--- config.mk ---
export PLATFORM = sky130hd
export DESIGN_NAME = tagged_value_serializer
export DESIGN_NICKNAME = d
export VERILOG_FILES = /design/src/rtl/tvs_pkg.sv /design/src/rtl/tagged_value_serializer.sv /design/src/rtl/tvs_digit_shift.sv /design/src/rtl/tvs_out_stage.sv
export SDC_FILE = /design/constraint.sdc
export NUM_CORES = 1
export LEC_CHECK = 0
export BUFFER_PORTS_ARGS = -buffer_cell sky130_fd_sc_hd__buf_2
export CAP_MARGIN = 20
export CORE_MARGIN = 2
export CORE_UTILIZATION = 40
export CTS_CLUSTER_SIZE = 40
export DETAILED_ROUTE_END_ITERATION = 6
export SLEW_MARGIN = 30
export SYNTH_ARGS = -nofsm -noshare
export SYNTH_HDL_FRONTEND = slang
export SYNTH_SLANG_ARGS = --single-unit
--- constraint.sdc ---
create_clock -name aclk -period 6.2 [get_ports aclk]
set_input_delay 0.62 -clock aclk [delete_from_list [all_inputs] [get_ports aclk]]
set_output_delay 0.62 -clock aclk [all_outputs]
set_load 0.03 [all_outputs]
--- src/rtl/tvs_pkg.sv ---
// Shared types, codes and constants of the tagged value serializer.
// No dependencies; every rtl file refers to it by scoped names.
package tvs_pkg;

    localparam int POS_W  = 17;   // write position, capacity, end position
    localparam int OFF_W  = 16;   // byte offset field
    localparam int VAL_W  = 64;   // value field
    localparam int CNT_W  = 4;    // bytes per item, up to eleven

    // Largest usable capacity; a register value above it acts as it.
    localparam logic [32:0] MAX_CAPACITY = 33'd65536;
    localparam logic [POS_W-1:0] CAP_LIMIT =
        (MAX_CAPACITY > 33'h1FFFF) ? {POS_W{1'b1}} : MAX_CAPACITY[POS_W-1:0];
    localparam logic [POS_W-1:0] CAP_RESET = 17'd65536;

    localparam logic [3:0] NIBBLE_ESCAPE = 4'hF;   // vector length follows as ULEB128
    localparam logic [3:0] FIXED_MAX     = 4'd8;

    typedef enum logic [2:0] {
        REQ_FIXED   = 3'd0,
        REQ_ULEB    = 3'd1,
        REQ_SLEB    = 3'd2,
        REQ_SHORT   = 3'd3,
        REQ_VECTOR  = 3'd4,
        REQ_END     = 3'd5,
        REQ_RESTART = 3'd6
    } req_t;

    typedef enum logic [1:0] {
        ERR_NONE     = 2'd0,
        ERR_CAPACITY = 2'd1,
        ERR_SHORT    = 2'd2
    } err_t;

    typedef enum logic [1:0] {
        MODE_RAW  = 2'd0,
        MODE_ULEB = 2'd1,
        MODE_SLEB = 2'd2
    } digit_mode_t;

    typedef struct packed {
        logic        load;
        logic        rewind;
        logic        step;
        digit_mode_t mode;
    } shift_ctrl_t;

    typedef struct packed {
        logic [7:0] digit;
        logic       more;
    } shift_stat_t;

    typedef struct packed {
        logic [7:0]       out_byte;
        logic             byte_valid;
        logic [OFF_W-1:0] byte_offset;
        logic             last_byte;
        err_t             error_code;
        logic [POS_W-1:0] end_position;
    } result_t;

endpackage

--- src/rtl/tagged_value_serializer.sv ---
// Top level of the tagged value serializer: sequencer, capacity check and ports.
// Depends on tvs_pkg, tvs_digit_shift and tvs_out_stage.
//
//  channel   direction  payload
//  s_axis    in         tuser: req_type[2:0]; tdata: header_type, fixed_bytes, data_value
//  m_axis    out        tuser: byte_valid, error_code; tdata: out_byte, byte_offset,
//                       end_position; tlast: last_byte
//  cfg       in         cfg_wr_data: buffer_capacity, written when cfg_wr_en is high
//
// Sequence: an accepted item goes through S_DECODE, S_MEASURE (LEB128 payloads
// only, whose digits are counted one per cycle in the value shift register),
// the capacity check in S_CHECK, then S_HEADER and S_BODY until the next
// s_axis_tready. One result leaves per cycle while m_axis_tready is high; the
// output register is the limit on emission. A capacity error or a short value
// above 15 ends in S_ERROR; restart and the unused code return to S_IDLE.
// Reset (aresetn low at a clock edge) clears the write position, restores the
// capacity to 65536 and empties the output register.
// A stalled m_axis holds the sequencer in place; s_axis_tready is high only
// between items.
module tagged_value_serializer (
    input  logic                        aclk,
    input  logic                        aresetn,
    // input transactions
    input  logic                        s_axis_tvalid,
    output logic                        s_axis_tready,
    input  logic [71:0]                 s_axis_tdata,   // header_type[3:0], fixed_bytes[7:4],
                                                        // data_value[71:8]
    input  logic [2:0]                  s_axis_tuser,   // req_type[2:0]
    // result transactions
    output logic                        m_axis_tvalid,
    input  logic                        m_axis_tready,
    output logic [47:0]                 m_axis_tdata,   // out_byte[7:0], byte_offset[23:8],
                                                        // end_position[40:24], zero above
    output logic [2:0]                  m_axis_tuser,   // byte_valid[0], error_code[2:1]
    output logic                        m_axis_tlast,   // last_byte
    // configuration
    input  logic                        cfg_wr_en,
    input  logic [tvs_pkg::POS_W-1:0]   cfg_wr_data     // buffer_capacity
);

    // one-hot sequencer
    typedef enum logic [6:0] {
        S_IDLE    = 7'b0000001,
        S_DECODE  = 7'b0000010,
        S_MEASURE = 7'b0000100,
        S_CHECK   = 7'b0001000,
        S_HEADER  = 7'b0010000,
        S_BODY    = 7'b0100000,
        S_ERROR   = 7'b1000000
    } state_t;

    state_t                        state_reg, state_next;
    logic [tvs_pkg::POS_W-1:0]     cap_reg, cap_next;
    logic [tvs_pkg::POS_W-1:0]     wp_reg, wp_next;      // write position
    logic [tvs_pkg::POS_W-1:0]     off_reg, off_next;    // offset of the next byte
    logic [tvs_pkg::POS_W-1:0]     end_reg, end_next;    // position after this item
    tvs_pkg::req_t                 req_reg, req_next;
    logic [3:0]                    type_reg, type_next;
    logic [tvs_pkg::CNT_W-1:0]     nfix_reg, nfix_next;
    logic [tvs_pkg::CNT_W-1:0]     n_reg, n_next;        // bytes in the item
    logic [tvs_pkg::CNT_W-1:0]     rem_reg, rem_next;    // payload bytes still to send
    logic [7:0]                    hdr_reg, hdr_next;
    logic                          skip_reg, skip_next;  // vector: value is skipped space
    tvs_pkg::err_t                 err_reg, err_next;
    tvs_pkg::digit_mode_t          mode_reg, mode_next;

    tvs_pkg::shift_ctrl_t          sh_ctrl;
    tvs_pkg::shift_stat_t          sh_stat;
    logic [tvs_pkg::VAL_W-1:0]     sv;

    logic                          out_space, push;
    tvs_pkg::result_t              res, m_res;

    logic                          s_acc;
    logic [3:0]                    in_nfix;

    // capacity check terms
    logic [tvs_pkg::POS_W-1:0]     cap_eff, avail;
    logic [tvs_pkg::POS_W:0]       need;
    logic                          over, skip_hi, fits;
    logic                          val_small, val_lt15;

    assign s_acc         = s_axis_tvalid && s_axis_tready;
    assign s_axis_tready = (state_reg == S_IDLE);
    assign in_nfix       = s_axis_tdata[7:4];

    assign val_small = ~|sv[tvs_pkg::VAL_W-1:4];
    assign val_lt15  = val_small && (sv[3:0] != tvs_pkg::NIBBLE_ESCAPE);

    always_comb begin
        cap_eff = (cap_reg > tvs_pkg::CAP_LIMIT) ? tvs_pkg::CAP_LIMIT : cap_reg;
        over    = wp_reg > cap_eff;
        avail   = cap_eff - wp_reg;
        skip_hi = skip_reg && (|sv[tvs_pkg::VAL_W-1:tvs_pkg::POS_W]);
        need    = {{(tvs_pkg::POS_W + 1 - tvs_pkg::CNT_W){1'b0}}, n_reg}
                + (skip_reg ? {1'b0, sv[tvs_pkg::POS_W-1:0]} : '0);
        fits    = !over && !skip_hi && (need <= {1'b0, avail});
    end

    tvs_digit_shift u_shift (
        .aclk        (aclk),
        .ctrl        (sh_ctrl),
        .load_value  (s_axis_tdata[71:8]),
        .stat        (sh_stat),
        .saved_value (sv)
    );

    // result of the current emitting state
    always_comb begin
        res.out_byte     = hdr_reg;
        res.byte_valid   = 1'b1;
        res.byte_offset  = off_reg[tvs_pkg::OFF_W-1:0];
        res.last_byte    = (n_reg == tvs_pkg::CNT_W'(1));
        res.error_code   = tvs_pkg::ERR_NONE;
        res.end_position = end_reg;
        case (state_reg)
            S_BODY: begin
                res.out_byte  = sh_stat.digit;
                res.last_byte = (rem_reg == tvs_pkg::CNT_W'(1));
            end
            S_ERROR: begin
                res.out_byte     = 8'd0;
                res.byte_valid   = 1'b0;
                res.byte_offset  = wp_reg[tvs_pkg::OFF_W-1:0];
                res.last_byte    = 1'b1;
                res.error_code   = err_reg;
                res.end_position = wp_reg;
            end
            default: begin
            end
        endcase
    end

    assign push = out_space && (state_reg inside {S_HEADER, S_BODY, S_ERROR});

    always_comb begin
        sh_ctrl.load   = s_acc;
        sh_ctrl.rewind = (state_reg == S_MEASURE) && !sh_stat.more;
        sh_ctrl.step   = ((state_reg == S_MEASURE) && sh_stat.more)
                      || ((state_reg == S_BODY) && push);
        sh_ctrl.mode   = mode_reg;
    end

    always_comb begin
        state_next = state_reg;
        cap_next   = cap_reg;
        wp_next    = wp_reg;
        off_next   = off_reg;
        end_next   = end_reg;
        req_next   = req_reg;
        type_next  = type_reg;
        nfix_next  = nfix_reg;
        n_next     = n_reg;
        rem_next   = rem_reg;
        hdr_next   = hdr_reg;
        skip_next  = skip_reg;
        err_next   = err_reg;
        mode_next  = mode_reg;

        if (cfg_wr_en) begin
            cap_next = cfg_wr_data;
        end

        case (state_reg)
            S_IDLE: begin
                if (s_acc) begin
                    req_next  = tvs_pkg::req_t'(s_axis_tuser);
                    type_next = s_axis_tdata[3:0];
                    // count 0 acts as 1, above 8 as 8
                    if (in_nfix == 4'd0) begin
                        nfix_next = 4'd1;
                    end else if (in_nfix > tvs_pkg::FIXED_MAX) begin
                        nfix_next = tvs_pkg::FIXED_MAX;
                    end else begin
                        nfix_next = in_nfix;
                    end
                    state_next = S_DECODE;
                end
            end
            S_DECODE: begin
                n_next     = tvs_pkg::CNT_W'(1);
                hdr_next   = {4'h0, type_reg};
                skip_next  = 1'b0;
                mode_next  = tvs_pkg::MODE_RAW;
                state_next = S_CHECK;
                case (req_reg)
                    tvs_pkg::REQ_FIXED: begin
                        n_next = nfix_reg + tvs_pkg::CNT_W'(1);
                    end
                    tvs_pkg::REQ_ULEB: begin
                        mode_next  = tvs_pkg::MODE_ULEB;
                        state_next = S_MEASURE;
                    end
                    tvs_pkg::REQ_SLEB: begin
                        mode_next  = tvs_pkg::MODE_SLEB;
                        state_next = S_MEASURE;
                    end
                    tvs_pkg::REQ_SHORT: begin
                        hdr_next = {sv[3:0], type_reg};
                        if (!val_small) begin
                            err_next   = tvs_pkg::ERR_SHORT;
                            state_next = S_ERROR;
                        end
                    end
                    tvs_pkg::REQ_VECTOR: begin
                        skip_next = 1'b1;
                        if (val_lt15) begin
                            hdr_next = {sv[3:0], type_reg};
                        end else begin
                            hdr_next   = {tvs_pkg::NIBBLE_ESCAPE, type_reg};
                            mode_next  = tvs_pkg::MODE_ULEB;
                            state_next = S_MEASURE;
                        end
                    end
                    tvs_pkg::REQ_END: begin
                    end
                    tvs_pkg::REQ_RESTART: begin
                        wp_next    = '0;
                        state_next = S_IDLE;
                    end
                    default: begin
                        state_next = S_IDLE;
                    end
                endcase
            end
            S_MEASURE: begin
                // one LEB128 digit counted per cycle, shifter rewound at the end
                n_next = n_reg + tvs_pkg::CNT_W'(1);
                if (!sh_stat.more) begin
                    state_next = S_CHECK;
                end
            end
            S_CHECK: begin
                if (fits) begin
                    off_next   = wp_reg;
                    end_next   = wp_reg + need[tvs_pkg::POS_W-1:0];
                    rem_next   = n_reg - tvs_pkg::CNT_W'(1);
                    state_next = S_HEADER;
                end else begin
                    err_next   = tvs_pkg::ERR_CAPACITY;
                    state_next = S_ERROR;
                end
            end
            S_HEADER: begin
                if (push) begin
                    off_next = off_reg + tvs_pkg::POS_W'(1);
                    if (n_reg == tvs_pkg::CNT_W'(1)) begin
                        wp_next    = end_reg;
                        state_next = S_IDLE;
                    end else begin
                        state_next = S_BODY;
                    end
                end
            end
            S_BODY: begin
                if (push) begin
                    off_next = off_reg + tvs_pkg::POS_W'(1);
                    rem_next = rem_reg - tvs_pkg::CNT_W'(1);
                    if (rem_reg == tvs_pkg::CNT_W'(1)) begin
                        wp_next    = end_reg;
                        state_next = S_IDLE;
                    end
                end
            end
            S_ERROR: begin
                if (push) begin
                    state_next = S_IDLE;
                end
            end
            default: begin
                state_next = S_IDLE;
            end
        endcase
    end

    always_ff @(posedge aclk) begin
        if (!aresetn) begin
            state_reg <= S_IDLE;
            cap_reg   <= tvs_pkg::CAP_RESET;
            wp_reg    <= '0;
        end else begin
            state_reg <= state_next;
            cap_reg   <= cap_next;
            wp_reg    <= wp_next;
        end
        off_reg  <= off_next;
        end_reg  <= end_next;
        req_reg  <= req_next;
        type_reg <= type_next;
        nfix_reg <= nfix_next;
        n_reg    <= n_next;
        rem_reg  <= rem_next;
        hdr_reg  <= hdr_next;
        skip_reg <= skip_next;
        err_reg  <= err_next;
        mode_reg <= mode_next;
    end

    tvs_out_stage u_out (
        .aclk      (aclk),
        .aresetn   (aresetn),
        .push      (push),
        .push_data (res),
        .space     (out_space),
        .m_valid   (m_axis_tvalid),
        .m_ready   (m_axis_tready),
        .m_data    (m_res)
    );

    assign m_axis_tdata = {7'd0, m_res.end_position, m_res.byte_offset, m_res.out_byte};
    assign m_axis_tuser = {m_res.error_code, m_res.byte_valid};
    assign m_axis_tlast = m_res.last_byte;

    // bytes being sent always lie before the item's end position
    a_off_before_end: assert property (@(posedge aclk) disable iff (!aresetn)
        (state_reg == S_HEADER || state_reg == S_BODY) |-> (off_reg < end_reg))
        else $error("byte offset reached end position");

    // an item never exceeds header plus ten LEB128 digits
    a_count_bound: assert property (@(posedge aclk) disable iff (!aresetn)
        (state_reg == S_MEASURE || state_reg == S_CHECK) |-> (n_reg <= tvs_pkg::CNT_W'(11)))
        else $error("byte count overrun");

    // within an item, offsets of consecutive bytes step by one
    a_offset_step: assert property (@(posedge aclk) disable iff (!aresetn)
        (m_axis_tvalid && m_axis_tready && !m_axis_tlast) |=>
        (!m_axis_tvalid ||
         (m_axis_tdata[23:8] == $past(m_axis_tdata[23:8]) + 16'd1)))
        else $error("byte offsets not consecutive");

    // an error transaction is the only result of its item
    a_error_last: assert property (@(posedge aclk) disable iff (!aresetn)
        (m_axis_tvalid && !m_axis_tuser[0]) |-> m_axis_tlast)
        else $error("error transaction not marked last");

endmodule

--- src/rtl/tvs_digit_shift.sv ---
// Value shift register: yields one raw byte or one LEB128 digit per step.
// Keeps a copy of the loaded value so that a measuring pass can be undone.
// Depends on tvs_pkg.
module tvs_digit_shift (
    input  logic                            aclk,
    input  tvs_pkg::shift_ctrl_t            ctrl,
    input  logic [tvs_pkg::VAL_W-1:0]       load_value,
    output tvs_pkg::shift_stat_t            stat,
    output logic [tvs_pkg::VAL_W-1:0]       saved_value
);

    logic [tvs_pkg::VAL_W-1:0] value_reg, value_next;
    logic [tvs_pkg::VAL_W-1:0] saved_reg, saved_next;
    logic [tvs_pkg::VAL_W-1:0] shifted;
    logic                      more;

    always_comb begin
        shifted = {8'd0, value_reg[tvs_pkg::VAL_W-1:8]};
        more    = |shifted;
        case (ctrl.mode)
            tvs_pkg::MODE_RAW: begin
                shifted = {8'd0, value_reg[tvs_pkg::VAL_W-1:8]};
                more    = |shifted;
            end
            tvs_pkg::MODE_ULEB: begin
                shifted = {7'd0, value_reg[tvs_pkg::VAL_W-1:7]};
                more    = |shifted;
            end
            tvs_pkg::MODE_SLEB: begin
                shifted = {{7{value_reg[tvs_pkg::VAL_W-1]}}, value_reg[tvs_pkg::VAL_W-1:7]};
                // stop once the rest is pure sign and bit 6 agrees with it
                more    = !(((~|shifted) && !value_reg[6]) || ((&shifted) && value_reg[6]));
            end
            default: begin
                shifted = {8'd0, value_reg[tvs_pkg::VAL_W-1:8]};
                more    = |shifted;
            end
        endcase
    end

    always_comb begin
        stat.more  = more;
        stat.digit = (ctrl.mode == tvs_pkg::MODE_RAW) ? value_reg[7:0]
                                                      : {more, value_reg[6:0]};
    end

    always_comb begin
        value_next = value_reg;
        saved_next = saved_reg;
        if (ctrl.load) begin
            value_next = load_value;
            saved_next = load_value;
        end else if (ctrl.rewind) begin
            value_next = saved_reg;
        end else if (ctrl.step) begin
            value_next = shifted;
        end
    end

    always_ff @(posedge aclk) begin
        value_reg <= value_next;
        saved_reg <= saved_next;
    end

    assign saved_value = saved_reg;

endmodule

--- src/rtl/tvs_out_stage.sv ---
// Output register of the result channel; takes a new result when empty
// or when the held one leaves in the same cycle. Depends on tvs_pkg.
module tvs_out_stage (
    input  logic              aclk,
    input  logic              aresetn,
    input  logic              push,
    input  tvs_pkg::result_t  push_data,
    output logic              space,
    output logic              m_valid,
    input  logic              m_ready,
    output tvs_pkg::result_t  m_data
);

    logic             valid_reg, valid_next;
    tvs_pkg::result_t data_reg, data_next;

    assign space = !valid_reg || m_ready;

    always_comb begin
        valid_next = valid_reg;
        data_next  = data_reg;
        if (push) begin
            valid_next = 1'b1;
            data_next  = push_data;
        end else if (m_ready) begin
            valid_next = 1'b0;
        end
    end

    always_ff @(posedge aclk) begin
        if (!aresetn) begin
            valid_reg <= 1'b0;
        end else begin
            valid_reg <= valid_next;
        end
        data_reg <= data_next;
    end

    assign m_valid = valid_reg;
    assign m_data  = data_reg;

endmodule

==> key figures <==
STA
  • Fin Clk Skew: 17.8 ps
  • Final Max Tran Viols: 0
  • Slew HR: 0.367
  • Fmax: about 0.18 GHz
  • RSZ-0062 raised after global routing: no
  • Setup violators final: 0
  • Worst Tran Pin Value: 948 ps
  • Fin crit period: 5520 ps
  • Period Utilization, post-route: 0.890
  • Final Hold Fails: 0
  • Setup tns final: 0 ps

Setup path
  • WP buf/inv: 0
  • WS Path Type: reg -> reg
  • Worst EP arrival: 5720 ps
  • Crit. End Element: flip-flop
  • Crit path max fanout: 16
  • Required @ worst endpoint: 6400 ps
  • Critical Path Max Stage Delay: 610 ps
  • Critical-path cell list: nor4_1 -> a41oi_1 -> nor2b_1 -> ha_1 -> o21a_1 -> nor2_1 -> o41ai_1 -> a41oi_1 -> a21oi_1 -> xnor2_1 -> ha_1 -> and4_1 -> nand4_1 -> nor2_1 -> a221o_1 -> o31ai_1 -> o211ai_1 -> nand2_1
  • CP startpoint kind: flip-flop
  • Top Family by Delay on Critical Path: compound AO/OA/AOI/OAI gates
  • CP max-delay cell: nand2_1

GRT
  • First-pass GRT wire length: 60900 µm
  • Pin count of the biggest net entering global routing: 89
  • Total track usage: 0.198
  • Number of global-route vias before repair: approximately 11000
  • Initial antenna violation count: 2
  • GR Overflow Total: 0

Clock network
  • Hold-fix buffers at CTS: 0
  • Post-CTS Setup Repair Bufs: 0
  • Post-CTS sizing: 0
  • CTS tree: done
  • CTS clock-pin slew for the worst setup and hold paths: 60 ps
  • Max clock buf depth: 3
  • CTS sink cnt: 280
  • Number of CTS-inserted buffers: 30
  • CTS H-Tree Depth: 1
  • Clock Latency Late Sink: 570 ps
  • CTS Root Cell: clkbuf_16

Detailed routing
  • Post-Route WL: 38800 µm
  • DRC Markers: 0
  • Drt via density: 5.66
  • Via count: 11400
  • Detailed Route Iter0 Violations: 949
  • First-pass DRT Iterations: 6
  • ANT nets after route: 0
  • Routed WL per cell: 19.2 µm

Pwr
  • P_leak: 6.17 nW
  • Final Power: 0.00613 W
  • Pwr Density: 361 nW/µm²
  • Worst vdd ir: 301 µV

Logic synthesis
  • Async S/R FF share, synth: 0
  • Yosys warns: 0
  • Register bit count reported by yosys: 280
  • Syn_area_per_cell: 10.6 µm²
  • EDFF count, synth: 238
  • Post-synth top area share: 0.478
  • Post-synth cell types: 65
  • Syn Std Cell Area: ~15000 µm²
  • Cells after Synth: 1413
  • Main flop type after synthesis: edfxtp_1
  • Cell accounting for the most synthesized area: edfxtp_1
  • Sequential share of the synthesized area: 0.534
  • Synth top area cells: edfxtp_1, nand2_1, dfxtp_1

Worst hold path
  • Worst hold path type: in -> reg

Floorplan
  • Core area: 36700 µm²
  • # IOs: about 150
  • Cell Rows: 70
  • Die W: ~200 µm
  • Die area: 39000 µm²
  • Die Ht: between 150 and 200 µm
  • Initial Util: 0.408

Final layout
  • Util after Layout: 0.462
  • Area grow syn2layout: 13.4%
  • Ratio of cells with drive above 1 in the final layout: 0.139
  • Nets: 1691

Placement
  • Buffers on Ports: ~140
  • GP Congestion: 0.845
  • DPL Wire Length: between 20000 and 30000 µm

Outcome
  • Run status: completed

Flow run
  • Max_cap viols: 0
==> path summary, 6_finish.rpt <==
kind,depth (start not counted),start,end,slack (ps)
setup / recovery,18,cap_reg[8]$_SDFFE_PN0P_,off_reg[14]$_DFFE_PP_,680
hold / removal,1,s_axis_tdata[0],type_reg[0]$_DFFE_PP_,230
setup reg to reg,18,cap_reg[8]$_SDFFE_PN0P_,off_reg[14]$_DFFE_PP_,680
hold reg to reg,0,type_reg[1]$_DFFE_PP_,hdr_reg[1]$_DFFE_PP_,420
==> report_power, final <==
part | switching [W] | total, W | internal, W | leakage, nW
Clock | 0.000749 | 0.00170 | 0.000951 | 0.443
Sequential | 0.000397 | 0.00300 | 0.00260 | 2.53
Combinational | 0.000906 | 0.00143 | 0.000524 | 3.20
Total | 0.00205 | 0.00613 | 0.00408 | 6.17
==> placed cells by master, fill, tap and decap left out, drive strengths merged, types with 46 or more instances in the layout <==
cell and n:
edfxtp 238, nand2 227, buf 155, nor2 69, nor3 68, ha 64, a21oi 58, o31ai 54
a221oi 52, nand4 46
==> metrics by stage <==
stage,instances,instance area [µm²],worst slack (ps),hold WS [ps]
6_report,2021,17000,682,227
5_1_grt,2021,17000,210,207
4_1_cts,2019,17000,710,200
3_5_place_dp,1963,16000,718,412
3_3_place_gp,1963,16000,866,404
2_1_floorplan,1419,15000,1710,400
==> cells in the mapped netlist (4+ instances only) <==
cell type  count
a22o_1        10
nand3b_1       4
edfxtp_1     238
a221oi_1      52
o211ai_1       5
o21ai_0       40
dfxtp_1       42
mux2i_1       19
a21boi_0      21
nor3b_1        5
buf_4          9
nand2b_1       4
nand2_1      227
a21oi_1       56
inv_1         43
o31ai_1       54
nor4_1        39
clkbuf_1      43
a21o_1        18
a211oi_1       6
buf_1          7
nor2b_1       45
nor3_1        68
o21a_1         5
xor2_1        33
buf_6          5
xnor2_1       31
nor2_1        69
nand4_1       46
and3_1         6
nand3_1       24
ha_1          64
buf_2         15
and2_1        11
==> kinds of logic after synthesis <==
kind of cell	after synthesis	synth area share
buffers and inverters	125	0.0374
multiplexers	20	0.0135
flip-flops	280	0.534
XOR/XNOR	64	0.0375
adder cells (fa/ha/maj)	67	0.0575
AND/OR/NAND/NOR	564	0.182
AO/OA/AOI/OAI	292	0.138
other	1	0.000251
==> routing by layer <==
| metal | wire length [µm] | global-route usage | vias up | share of wire |
|---|---|---|---|---|
| li1 | - | - | 5523 | - |
| met1 | 18200 | 0.293 | 5498 | 0.47 |
| met2 | 17200 | 0.302 | 378 | 0.44 |
| met3 | 2440 | 0.0299 | 46 | 0.063 |
| met4 | 896 | 0.0529 | 0 | 0.023 |
| met5 | 0 | 0 | - | 0 |
==> cell type report <==
type / count / area, µm²
fillers: 3442 / 19700
flip-flops and latches: 280 / 7990
multi-input cells: 1014 / 6480
clock buffers: 43 / 810
repair buffers: 155 / 806
well taps: 468 / 586
inverters: 46 / 178
clock inverters: 13 / 108
diodes: 2 / 5.00
(Power assumes the default switching activity.)
